### src/rtl/mdcw_pkg.sv
// ----------------------------------------------------------------------------
// mdcw_pkg: shared constants and types for the motor drive command watchdog
// CAN identifiers, reset values, register indexes and the record passed from
// the command stage to the result stage.
// ----------------------------------------------------------------------------
package mdcw_pkg;

  localparam logic [10:0] ID_SPEED = 11'h300;
  localparam logic [10:0] ID_RELAY = 11'h310;
  localparam logic [10:0] ID_DIR   = 11'h320;
  localparam logic [10:0] ID_EMERG = 11'h210;
  localparam logic [10:0] FB_SPEED = 11'h301;
  localparam logic [10:0] FB_RELAY = 11'h311;
  localparam logic [10:0] FB_DIR   = 11'h321;

  localparam logic [6:0] SPEED_MAX = 7'd100;

  localparam int ELAPSED_W = 17;
  localparam int PROD_W    = 15;
  localparam int RECIP_W   = 13;
  localparam int SCALED_W  = PROD_W + RECIP_W;

  // floor(x / 100) == (x * 5243) >> 19 for every x below 2**15
  localparam logic [RECIP_W-1:0] RECIP_100   = 13'd5243;
  localparam int                 RECIP_SHIFT = 19;

  localparam logic [15:0] WD_TIMEOUT_RST = 16'd500;
  localparam logic [7:0]  FULL_SCALE_RST = 8'd255;

  localparam int CFG_IDX_W = 2;
  localparam logic [CFG_IDX_W-1:0] CFG_WD_TIMEOUT = 2'd0;
  localparam logic [CFG_IDX_W-1:0] CFG_FULL_SCALE = 2'd1;

  typedef enum logic [1:0] {
    DUTY_KEEP,
    DUTY_ZERO,
    DUTY_CALC
  } duty_act_t;

  typedef struct packed {
    logic              fb_valid;
    logic [10:0]       fb_id;
    logic [6:0]        fb_value;
    logic              two;
    duty_act_t         duty_act;
    logic [PROD_W-1:0] prod;
    logic              relay_on;
    logic              reverse;
    logic              emergency;
    logic              offline;
  } mid_rec_t;

endpackage

### src/rtl/mdcw_cmd.sv
// ----------------------------------------------------------------------------
// mdcw_cmd: input register and command decode
// Holds the controller state, applies one frame or tick per transaction and
// registers the resulting record together with the speed-times-scale product.
// ----------------------------------------------------------------------------
module mdcw_cmd
  import mdcw_pkg::*;
(
  input  logic        clk,
  input  logic        rst_n,
  input  logic        in_valid,
  output logic        in_stall,
  input  logic        in_kind,
  input  logic [10:0] in_frame_id,
  input  logic        in_has_data,
  input  logic [7:0]  in_data_byte,
  input  logic [15:0] wd_timeout,
  input  logic [7:0]  full_scale,
  output logic        mid_valid,
  input  logic        mid_ready,
  output mid_rec_t    mid_rec
);

  logic        s1_v_r;
  logic        kind_r;
  logic [10:0] id_r;
  logic        has_r;
  logic [7:0]  data_r;

  logic [6:0]           target_r, target_nxt;
  logic                 relay_r, relay_nxt;
  logic                 fwd_r, fwd_nxt;
  logic                 emerg_r, emerg_nxt;
  logic                 off_r, off_nxt;
  logic [ELAPSED_W-1:0] elapsed_r, elapsed_nxt;

  logic     mid_v_r;
  mid_rec_t mid_r, mid_nxt;

  logic s1_adv;
  logic in_acc;
  logic is_cmd;
  logic zero_duty;
  logic dir_new;

  assign s1_adv   = s1_v_r && (!mid_v_r || mid_ready);
  assign in_stall = s1_v_r && !s1_adv;
  assign in_acc   = in_valid && !in_stall;
  assign is_cmd   = (id_r == ID_SPEED) || (id_r == ID_RELAY) || (id_r == ID_DIR) ||
                    (id_r == ID_EMERG);
  assign dir_new  = (data_r != 8'd0);

  always_comb begin
    target_nxt  = target_r;
    relay_nxt   = relay_r;
    fwd_nxt     = fwd_r;
    emerg_nxt   = emerg_r;
    off_nxt     = off_r;
    elapsed_nxt = elapsed_r;
    zero_duty   = 1'b0;
    mid_nxt     = '0;

    if (kind_r) begin
      if (elapsed_r != '1) begin
        elapsed_nxt = elapsed_r + 1'b1;
      end
    end else begin
      if (is_cmd) begin
        elapsed_nxt = '0;
        off_nxt     = 1'b0;
      end
      if (id_r == ID_EMERG && has_r) begin
        if (data_r == 8'd1) begin
          emerg_nxt        = 1'b1;
          target_nxt       = '0;
          relay_nxt        = 1'b0;
          zero_duty        = 1'b1;
          mid_nxt.fb_valid = 1'b1;
          mid_nxt.fb_id    = FB_SPEED;
          mid_nxt.two      = 1'b1;
        end else if (data_r == 8'd0) begin
          emerg_nxt = 1'b0;
        end
      end else if (!emerg_r && !off_nxt && has_r) begin
        if (id_r == ID_SPEED) begin
          target_nxt       = (data_r > {1'b0, SPEED_MAX}) ? SPEED_MAX : data_r[6:0];
          mid_nxt.fb_valid = 1'b1;
          mid_nxt.fb_id    = FB_SPEED;
          mid_nxt.fb_value = target_nxt;
        end else if (id_r == ID_RELAY) begin
          relay_nxt = dir_new;
          if (!dir_new) begin
            target_nxt = '0;
            zero_duty  = 1'b1;
          end
          mid_nxt.fb_valid = 1'b1;
          mid_nxt.fb_id    = FB_RELAY;
          mid_nxt.fb_value = {6'd0, dir_new};
        end else if (id_r == ID_DIR) begin
          if (dir_new != fwd_r) begin
            target_nxt = '0;
            zero_duty  = 1'b1;
            fwd_nxt    = dir_new;
          end
          mid_nxt.fb_valid = 1'b1;
          mid_nxt.fb_id    = FB_DIR;
          mid_nxt.fb_value = {6'd0, fwd_nxt};
        end
      end
    end

    if (!off_nxt && (elapsed_nxt > {1'b0, wd_timeout})) begin
      off_nxt    = 1'b1;
      target_nxt = '0;
      relay_nxt  = 1'b0;
      zero_duty  = 1'b1;
    end

    if (!emerg_nxt && !off_nxt) begin
      mid_nxt.duty_act = DUTY_CALC;
    end else if (zero_duty) begin
      mid_nxt.duty_act = DUTY_ZERO;
    end else begin
      mid_nxt.duty_act = DUTY_KEEP;
    end

    mid_nxt.prod      = PROD_W'(target_nxt) * PROD_W'(full_scale);
    mid_nxt.relay_on  = relay_nxt;
    mid_nxt.reverse   = !fwd_nxt;
    mid_nxt.emergency = emerg_nxt;
    mid_nxt.offline   = off_nxt;
  end

  always_ff @(posedge clk) begin
    if (!rst_n) begin
      s1_v_r    <= 1'b0;
      mid_v_r   <= 1'b0;
      target_r  <= '0;
      relay_r   <= 1'b0;
      fwd_r     <= 1'b1;
      emerg_r   <= 1'b0;
      off_r     <= 1'b1;
      elapsed_r <= '0;
    end else begin
      if (in_acc) begin
        s1_v_r <= 1'b1;
      end else if (s1_adv) begin
        s1_v_r <= 1'b0;
      end
      if (s1_adv) begin
        mid_v_r   <= 1'b1;
        target_r  <= target_nxt;
        relay_r   <= relay_nxt;
        fwd_r     <= fwd_nxt;
        emerg_r   <= emerg_nxt;
        off_r     <= off_nxt;
        elapsed_r <= elapsed_nxt;
      end else if (mid_ready) begin
        mid_v_r <= 1'b0;
      end
    end
  end

  always_ff @(posedge clk) begin
    if (in_acc) begin
      kind_r <= in_kind;
      id_r   <= in_frame_id;
      has_r  <= in_has_data;
      data_r <= in_data_byte;
    end
    if (s1_adv) begin
      mid_r <= mid_nxt;
    end
  end

  assign mid_valid = mid_v_r;
  assign mid_rec   = mid_r;

endmodule

### src/rtl/mdcw_out.sv
// ----------------------------------------------------------------------------
// mdcw_out: duty scaling and result register
// Divides the registered product by one hundred, updates the duty and
// presents one or two result transactions per record.
// ----------------------------------------------------------------------------
module mdcw_out
  import mdcw_pkg::*;
(
  input  logic        clk,
  input  logic        rst_n,
  input  logic        mid_valid,
  output logic        mid_ready,
  input  mid_rec_t    mid_rec,
  output logic        out_valid,
  input  logic        out_stall,
  output logic        out_feedback_valid,
  output logic [10:0] out_feedback_id,
  output logic [6:0]  out_feedback_value,
  output logic [7:0]  out_pwm_duty,
  output logic        out_relay_on,
  output logic        out_reverse_pin,
  output logic        out_emergency_active,
  output logic        out_master_offline,
  output logic        out_last
);

  logic        out_v_r;
  logic        pend_r;
  logic        fbv_r;
  logic [10:0] fbid_r;
  logic [6:0]  fbval_r;
  logic        relay_r;
  logic        rev_r;
  logic        emerg_r;
  logic        off_r;
  logic        last_r;
  logic [7:0]  duty_r, duty_nxt;

  logic [SCALED_W-1:0] scaled;
  logic                out_fire;
  logic                load;

  assign scaled    = SCALED_W'(mid_rec.prod) * SCALED_W'(RECIP_100);
  assign out_fire  = out_v_r && !out_stall;
  assign mid_ready = !out_v_r || (out_fire && !pend_r);
  assign load      = mid_valid && mid_ready;

  always_comb begin
    unique case (mid_rec.duty_act)
      DUTY_CALC: duty_nxt = scaled[RECIP_SHIFT +: 8];
      DUTY_ZERO: duty_nxt = '0;
      default:   duty_nxt = duty_r;
    endcase
  end

  always_ff @(posedge clk) begin
    if (!rst_n) begin
      out_v_r <= 1'b0;
      pend_r  <= 1'b0;
      duty_r  <= '0;
    end else begin
      if (load) begin
        out_v_r <= 1'b1;
        pend_r  <= mid_rec.two;
        duty_r  <= duty_nxt;
      end else if (out_fire && pend_r) begin
        pend_r <= 1'b0;
      end else if (out_fire) begin
        out_v_r <= 1'b0;
      end
    end
  end

  always_ff @(posedge clk) begin
    if (load) begin
      fbv_r   <= mid_rec.fb_valid;
      fbid_r  <= mid_rec.fb_id;
      fbval_r <= mid_rec.fb_value;
      relay_r <= mid_rec.relay_on;
      rev_r   <= mid_rec.reverse;
      emerg_r <= mid_rec.emergency;
      off_r   <= mid_rec.offline;
      last_r  <= !mid_rec.two;
    end else if (out_fire && pend_r) begin
      fbid_r  <= FB_RELAY;
      fbval_r <= '0;
      last_r  <= 1'b1;
    end
  end

  assign out_valid            = out_v_r;
  assign out_feedback_valid   = fbv_r;
  assign out_feedback_id      = fbid_r;
  assign out_feedback_value   = fbval_r;
  assign out_pwm_duty         = duty_r;
  assign out_relay_on         = relay_r;
  assign out_reverse_pin      = rev_r;
  assign out_emergency_active = emerg_r;
  assign out_master_offline   = off_r;
  assign out_last             = last_r;

endmodule

### src/rtl/motor_drive_command_watchdog.sv
// ----------------------------------------------------------------------------
// motor_drive_command_watchdog: CAN motor command decoder with master watchdog
// Applies speed, relay, direction and emergency frames, counts millisecond
// ticks and drops to safe mode when the master goes silent.
// ----------------------------------------------------------------------------
// Each transaction is a received CAN frame or a one-millisecond tick. The block
// accepts one transaction per cycle while in_stall is low; a result passes
// through the input register, command stage and result register. An
// emergency-on frame yields two results and holds the result register until
// both are taken, so no new record enters it meanwhile. Every result carries
// the status after the whole transaction, watchdog check included.
// Registers: index 0 watchdog timeout in ms (reset 500), index 1 PWM full scale
// (reset 255); other indexes are ignored. Write them only while idle.
module motor_drive_command_watchdog
  import mdcw_pkg::*;
(
  input  logic                 clk,
  input  logic                 rst_n,
  input  logic                 in_valid,
  output logic                 in_stall,
  input  logic                 in_kind,
  input  logic [10:0]          in_frame_id,
  input  logic                 in_has_data,
  input  logic [7:0]           in_data_byte,
  output logic                 out_valid,
  input  logic                 out_stall,
  output logic                 out_feedback_valid,
  output logic [10:0]          out_feedback_id,
  output logic [6:0]           out_feedback_value,
  output logic [7:0]           out_pwm_duty,
  output logic                 out_relay_on,
  output logic                 out_reverse_pin,
  output logic                 out_emergency_active,
  output logic                 out_master_offline,
  output logic                 out_last,
  input  logic                 cfg_valid,
  output logic                 cfg_ready,
  input  logic [CFG_IDX_W-1:0] cfg_index,
  input  logic [15:0]          cfg_data
);

  logic [15:0] wd_timeout_r;
  logic [7:0]  full_scale_r;
  logic        mid_valid;
  logic        mid_ready;
  mid_rec_t    mid_rec;

  assign cfg_ready = 1'b1;

  always_ff @(posedge clk) begin
    if (!rst_n) begin
      wd_timeout_r <= WD_TIMEOUT_RST;
      full_scale_r <= FULL_SCALE_RST;
    end else if (cfg_valid && cfg_ready) begin
      if (cfg_index == CFG_WD_TIMEOUT) begin
        wd_timeout_r <= cfg_data;
      end else if (cfg_index == CFG_FULL_SCALE) begin
        full_scale_r <= cfg_data[7:0];
      end
    end
  end

  mdcw_cmd u_cmd (
    .clk          (clk),
    .rst_n        (rst_n),
    .in_valid     (in_valid),
    .in_stall     (in_stall),
    .in_kind      (in_kind),
    .in_frame_id  (in_frame_id),
    .in_has_data  (in_has_data),
    .in_data_byte (in_data_byte),
    .wd_timeout   (wd_timeout_r),
    .full_scale   (full_scale_r),
    .mid_valid    (mid_valid),
    .mid_ready    (mid_ready),
    .mid_rec      (mid_rec)
  );

  mdcw_out u_out (
    .clk                  (clk),
    .rst_n                (rst_n),
    .mid_valid            (mid_valid),
    .mid_ready            (mid_ready),
    .mid_rec              (mid_rec),
    .out_valid            (out_valid),
    .out_stall            (out_stall),
    .out_feedback_valid   (out_feedback_valid),
    .out_feedback_id      (out_feedback_id),
    .out_feedback_value   (out_feedback_value),
    .out_pwm_duty         (out_pwm_duty),
    .out_relay_on         (out_relay_on),
    .out_reverse_pin      (out_reverse_pin),
    .out_emergency_active (out_emergency_active),
    .out_master_offline   (out_master_offline),
    .out_last             (out_last)
  );

endmodule
### config.mk
export PLATFORM = sky130hd
export DESIGN_NAME = motor_drive_command_watchdog
export DESIGN_NICKNAME = d
export VERILOG_FILES = /design/src/rtl/mdcw_pkg.sv /design/src/rtl/mdcw_cmd.sv /design/src/rtl/mdcw_out.sv /design/src/rtl/motor_drive_command_watchdog.sv
export SDC_FILE = /design/constraint.sdc
export NUM_CORES = 1
export LEC_CHECK = 0
export BUFFER_PORTS_ARGS = -buffer_cell sky130_fd_sc_hd__buf_2
export CORE_MARGIN = 4
export CORE_UTILIZATION = 55
export DETAILED_ROUTE_END_ITERATION = 16
export GPL_ROUTABILITY_DRIVEN = 0
export GPL_TIMING_DRIVEN = 0
export PLACE_DENSITY_LB_ADDON = 0.05
export SKIP_LAST_GASP = 1
export SYNTH_ARGS = -nofsm -noshare
export SYNTH_HDL_FRONTEND = slang
export SYNTH_SLANG_ARGS = --single-unit
### constraint.sdc
create_clock -name clk -period 20.8 [get_ports clk]
set_input_delay 1.04 -clock clk [delete_from_list [all_inputs] [get_ports clk]]
set_output_delay 1.04 -clock clk [all_outputs]
set_load 0.03 [all_outputs]
==> tab_implementation.tex <==
\begin{tabular}{lr}
\hline
Metric & Value \\
\hline
\multicolumn{2}{l}{\textbf{Run status}} \\
Status & finished, final reports clean \\
\multicolumn{2}{l}{\textbf{Global route}} \\
Wire length of the first global-routing pass & $\sim$37000 um \\
Initial antenna violation count & 0 \\
Total GRT Usage & around a fifth \\
Via count of the first global-routing pass & a little under 8000 \\
Pin count of the biggest net entering global routing & 28 \\
Overflow left after global routing & 0 \\
\multicolumn{2}{l}{\textbf{Routing}} \\
Wire length per cell after detailed routing & 14.6 um \\
Post-detailed-route via-to-cell ratio & about 5.2 \\
Drt total wl & 21700 um \\
Number of violations reported at the end of detailed-routing iteration 0 & 294 \\
DRC violation count after routing & 0 \\
Number of iterations in the first detailed-routing pass & 5 \\
Count of nets left with antenna violations after detail routing & 0 \\
Vias post-DR & 7758 \\
\multicolumn{2}{l}{\textbf{Clock tree}} \\
CTS tree & done \\
Total of cells resized after clock tree synthesis & 0 \\
Count of buffers added by post-CTS timing repair for setup & 0 \\
Hold-fix buffer count after cts & 0 \\
Number of sinks handled by clock tree synthesis & 133 \\
H-tree depth & 4 \\
Clock root buffer master & sky130\_fd\_sc\_hd\_\_clkbuf\_16 \\
Clock network latency to the later pin of the worst-skew pair & about 0.42 ns \\
Number of buffers created by CTS & 17 \\
Clk pin slew, worst setup/hold paths & 0.06 ns \\
Clock tree buffer depth & 2 \\
\multicolumn{2}{l}{\textbf{STA}} \\
Fin Clk Skew & 0.0168 ns \\
Setup TNS & 0 ns \\
Final setup vio count & 0 \\
Clock period minus worst slack & approximately 8.3 ns \\
Setup repair after global routing missed its margin & no \\
Max-slew headroom & 24.7\% \\
Share of the cycle needed by the critical path after routing & 40.1\% \\
Number of pins with negative max-slew slack in the final report & 0 \\
Maximum frequency from static timing analysis & 120 MHz \\
Hold violation count in the final report & 0 \\
Transition at the pin with the smallest max-transition slack & 1.11 ns \\
\multicolumn{2}{l}{\textbf{Logic synthesis}} \\
Most instantiated flip-flop cell in the synthesis netlist & sky130\_fd\_sc\_hd\_\_edfxtp\_1 \\
Number of standard cells after synthesis & 1115 \\
Top cells by area in the synthesized netlist & sky130\_fd\_sc\_hd\_\_edfxtp\_1 19\%, sky130\_fd\_sc\_hd\_\_fa\_1 18\%, sky130\_fd\_sc\_hd\_\_ha\_1 17\%, sky130\_fd\_sc\_hd\_\_dfxtp\_1 12\%, sky130\_fd\_sc\_hd\_\_inv\_1 6.3\% \\
Area of the mapped netlist & 11000 um\^{}2 \\
Library cells used by synthesis & 65 \\
Top-area cell type share of the netlist area & 18.8\% \\
Number of flops mapped to enable cells by yosys & 69 \\
Library cell occupying the most area in the post-synthesis netlist & sky130\_fd\_sc\_hd\_\_edfxtp\_1 \\
Share of the yosys chip area belonging to registers & 30.4\% \\
Total of flip-flops plus latches after synthesis & 133 \\
Average cell area after synthesis & 9.88 um\^{}2 \\
YS warnings & 0 \\
Share of flip-flops with an asynchronous set or reset & 0\% \\
\multicolumn{2}{l}{\textbf{Floorplanning}} \\
Boundary pin count & 79 \\
Initial core utilization & 56.2\% \\
Total die area & roughly 22000 um\^{}2 \\
Std-Cell Core Area & 19600 um\^{}2 \\
Height of the die & 150 um \\
Num rows & 51 \\
Die Wd & between 100 and 150 um \\
\multicolumn{2}{l}{\textbf{Power}} \\
Share of power burned in registers & 34.5\% \\
Worst vdd ir & approximately 0.057 mV \\
Psw & 274 uW \\
Clock share of power & 36.6\% \\
Ratio of total power to cell area & 69.6 nW/um\^{}2 \\
Total internal power & 587 uW \\
Combinational share of power & about 29\% \\
Switching share of total power & a little under a third \\
Static power due to leakage & approximately 5.9 nW \\
\multicolumn{2}{l}{\textbf{Worst setup path}} \\
CP max stage cell & sky130\_fd\_sc\_hd\_\_fa\_1 \\
Critical path endpoint category & flop \\
Critical path fanouts, max & 10 \\
Crit Path Class & flop to flop \\
Cell repeated most along the worst path & sky130\_fd\_sc\_hd\_\_fa\_1 \\
Required @ worst endpoint & 20.97 ns \\
WP data arrival & 8.52 ns \\
Kind of launch point of the worst setup path & flop \\
Maximum single-stage delay on the critical path & between 0.5 and 0.6 ns \\
\multicolumn{2}{l}{\textbf{Finish}} \\
Area Growth Syn to Fin & 12.3\% \\
Antenna fix cells & 0 \\
Final std cells w/o fill & 1490 \\
\# nets final & 1504 \\
Most used cells in the layout excluding fill and tap cells & 185 x sky130\_fd\_sc\_hd\_\_inv\_1, 151 x sky130\_fd\_sc\_hd\_\_ha\_1, 118 x sky130\_fd\_sc\_hd\_\_nand2\_1 \\
Most common cell after layout, fill and taps aside & sky130\_fd\_sc\_hd\_\_inv\_1 \\
Share of final-layout standard cells stronger than drive strength 1 & 10.9\% \\
\multicolumn{2}{l}{\textbf{Placement}} \\
Number of placed cells counting well taps & 1458 \\
Count of port buffers added during placement & 71 \\
Half-perimeter wire length after detailed placement & 17600 um \\
\multicolumn{2}{l}{\textbf{Hold path}} \\
Class of the tightest hold or removal check & flop to flop \\
\multicolumn{2}{l}{\textbf{Flow run}} \\
Max capacitance violation total & 0 \\
\hline
\end{tabular}
metal layers:
metal	track usage, %	wire length [um]	up-vias
li1	-	-	3917
met1	25.6	9330	3738
met2	38.1	11600	84
met3	3.21	450	19
met4	5.26	261	0
met5	0	0	-
power groups by stage:
stage / Combinational, mW / Sequential, mW / Clock, mW
global route: 0.293 / 0.298 / 0.334
floorplan: 0.185 / 0.304 / 0
finish: 0.249 / 0.297 / 0.315
detailed placement: 0.252 / 0.303 / 0
global placement: 0.244 / 0.303 / 0
CTS: 0.256 / 0.297 / 0.322
worst paths after layout:
kind	startpoint	endpoint	slack (ns)	cells past startpoint
hold reg to reg	u_cmd.mid_rec[0]	u_out.out_master_offline	0.42	0
setup / recovery	u_cmd.elapsed_r[6]	u_cmd.mid_rec[16]	12.45	33
hold / removal	u_cmd.mid_rec[0]	u_out.out_master_offline	0.42	0
setup reg to reg	u_cmd.elapsed_r[6]	u_cmd.mid_rec[16]	12.45	33
layout make-up:
type                            count  area, um^2
Multi-Input combinational cell    768        6830
Fill cell                        1670        7210
Clock inverter                     14         188
Sequential cell                   133        3350
Tap cell                          265         332
Buffer                             33         160
Timing Repair Buffer               73         390
Clock buffer                       18         429
Inverter                          186         698
cells in the mapped netlist (3+ instances only):
library cell	n
sky130_fd_sc_hd__buf_4	9
sky130_fd_sc_hd__o2bb2ai_1	7
sky130_fd_sc_hd__clkbuf_1	22
sky130_fd_sc_hd__nor2_1	41
sky130_fd_sc_hd__ha_1	151
sky130_fd_sc_hd__nand2b_1	5
sky130_fd_sc_hd__o21a_1	4
sky130_fd_sc_hd__a22o_1	6
sky130_fd_sc_hd__nor3_1	12
sky130_fd_sc_hd__a21o_1	13
sky130_fd_sc_hd__a31oi_1	3
sky130_fd_sc_hd__and4_1	5
sky130_fd_sc_hd__xnor2_1	17
sky130_fd_sc_hd__nand4_1	10
sky130_fd_sc_hd__o21bai_1	4
sky130_fd_sc_hd__a21oi_2	4
sky130_fd_sc_hd__fa_1	97
sky130_fd_sc_hd__or3_1	4
sky130_fd_sc_hd__xor2_1	6
sky130_fd_sc_hd__or4_1	4
sky130_fd_sc_hd__edfxtp_1	69
sky130_fd_sc_hd__nor3b_1	3
sky130_fd_sc_hd__o21ai_0	24
sky130_fd_sc_hd__and3_1	8
sky130_fd_sc_hd__and2_1	50
sky130_fd_sc_hd__mux2i_1	4
sky130_fd_sc_hd__inv_1	185
sky130_fd_sc_hd__a21oi_1	53
sky130_fd_sc_hd__o211ai_1	14
sky130_fd_sc_hd__nor2b_1	8
sky130_fd_sc_hd__nor4_1	4
sky130_fd_sc_hd__nand2_1	118
sky130_fd_sc_hd__nand3_1	44
sky130_fd_sc_hd__dfxtp_1	64
critical path, delay by kind of cell, from the launching register on:
kind	cells	cell delay, ns
xor+xnor	1	0.07
fa+ha+maj	6	2.76
buf+inv	6	0.82
simple gates	9	1.73
flops	1	0.30
compound gates	11	2.42
state kept, by name (all words and copies together), names as in the netlist, 3 cells and up:
| register | flops |
|---|---|
| u_cmd.data_r | 8 |
| u_out.out_pwm_duty | 8 |
| u_out.out_feedback_value | 7 |
| u_cmd.id_r | 11 |
| u_out.out_feedback_id | 3 |
| wd_timeout_r | 16 |
| u_cmd.target_r | 7 |
| u_cmd.elapsed_r | 17 |
| full_scale_r | 8 |
| u_cmd.mid_rec | 32 |
through the flow:
| step | hold WS [ns] | utilization (%) | setup slack (ns) | power [mW] | instance area (um^2) |
|---|---|---|---|---|---|
| after detailed placement | 0.406 | 60.0 | 12.46 | 0.555 | 11800 |
| after global placement | 0.402 | 59.8 | 12.52 | 0.547 | 11700 |
| after CTS | 0.420 | 63.2 | 12.43 | 0.874 | 12400 |
| after floorplan | 0.400 | - | 13.54 | 0.489 | 11000 |
| final | 0.417 | 63.2 | 12.45 | 0.861 | 12400 |
| after global routing | 0.431 | 63.2 | 11.78 | 0.926 | 12400 |
logic make-up (layout without fill, tap and decap cells):
family	count (synthesis)	count (layout)	synth area share, %
flops	133	133	30.4
buf+inv	219	324	7.79
simple gates	332	332	15.4
compound gates	154	154	9.33
xor+xnor	23	23	1.83
other cells	2	7	0.0682
fa+ha+maj	248	248	34.8
mux	4	4	0.363
(Power assumes the default switching activity.)
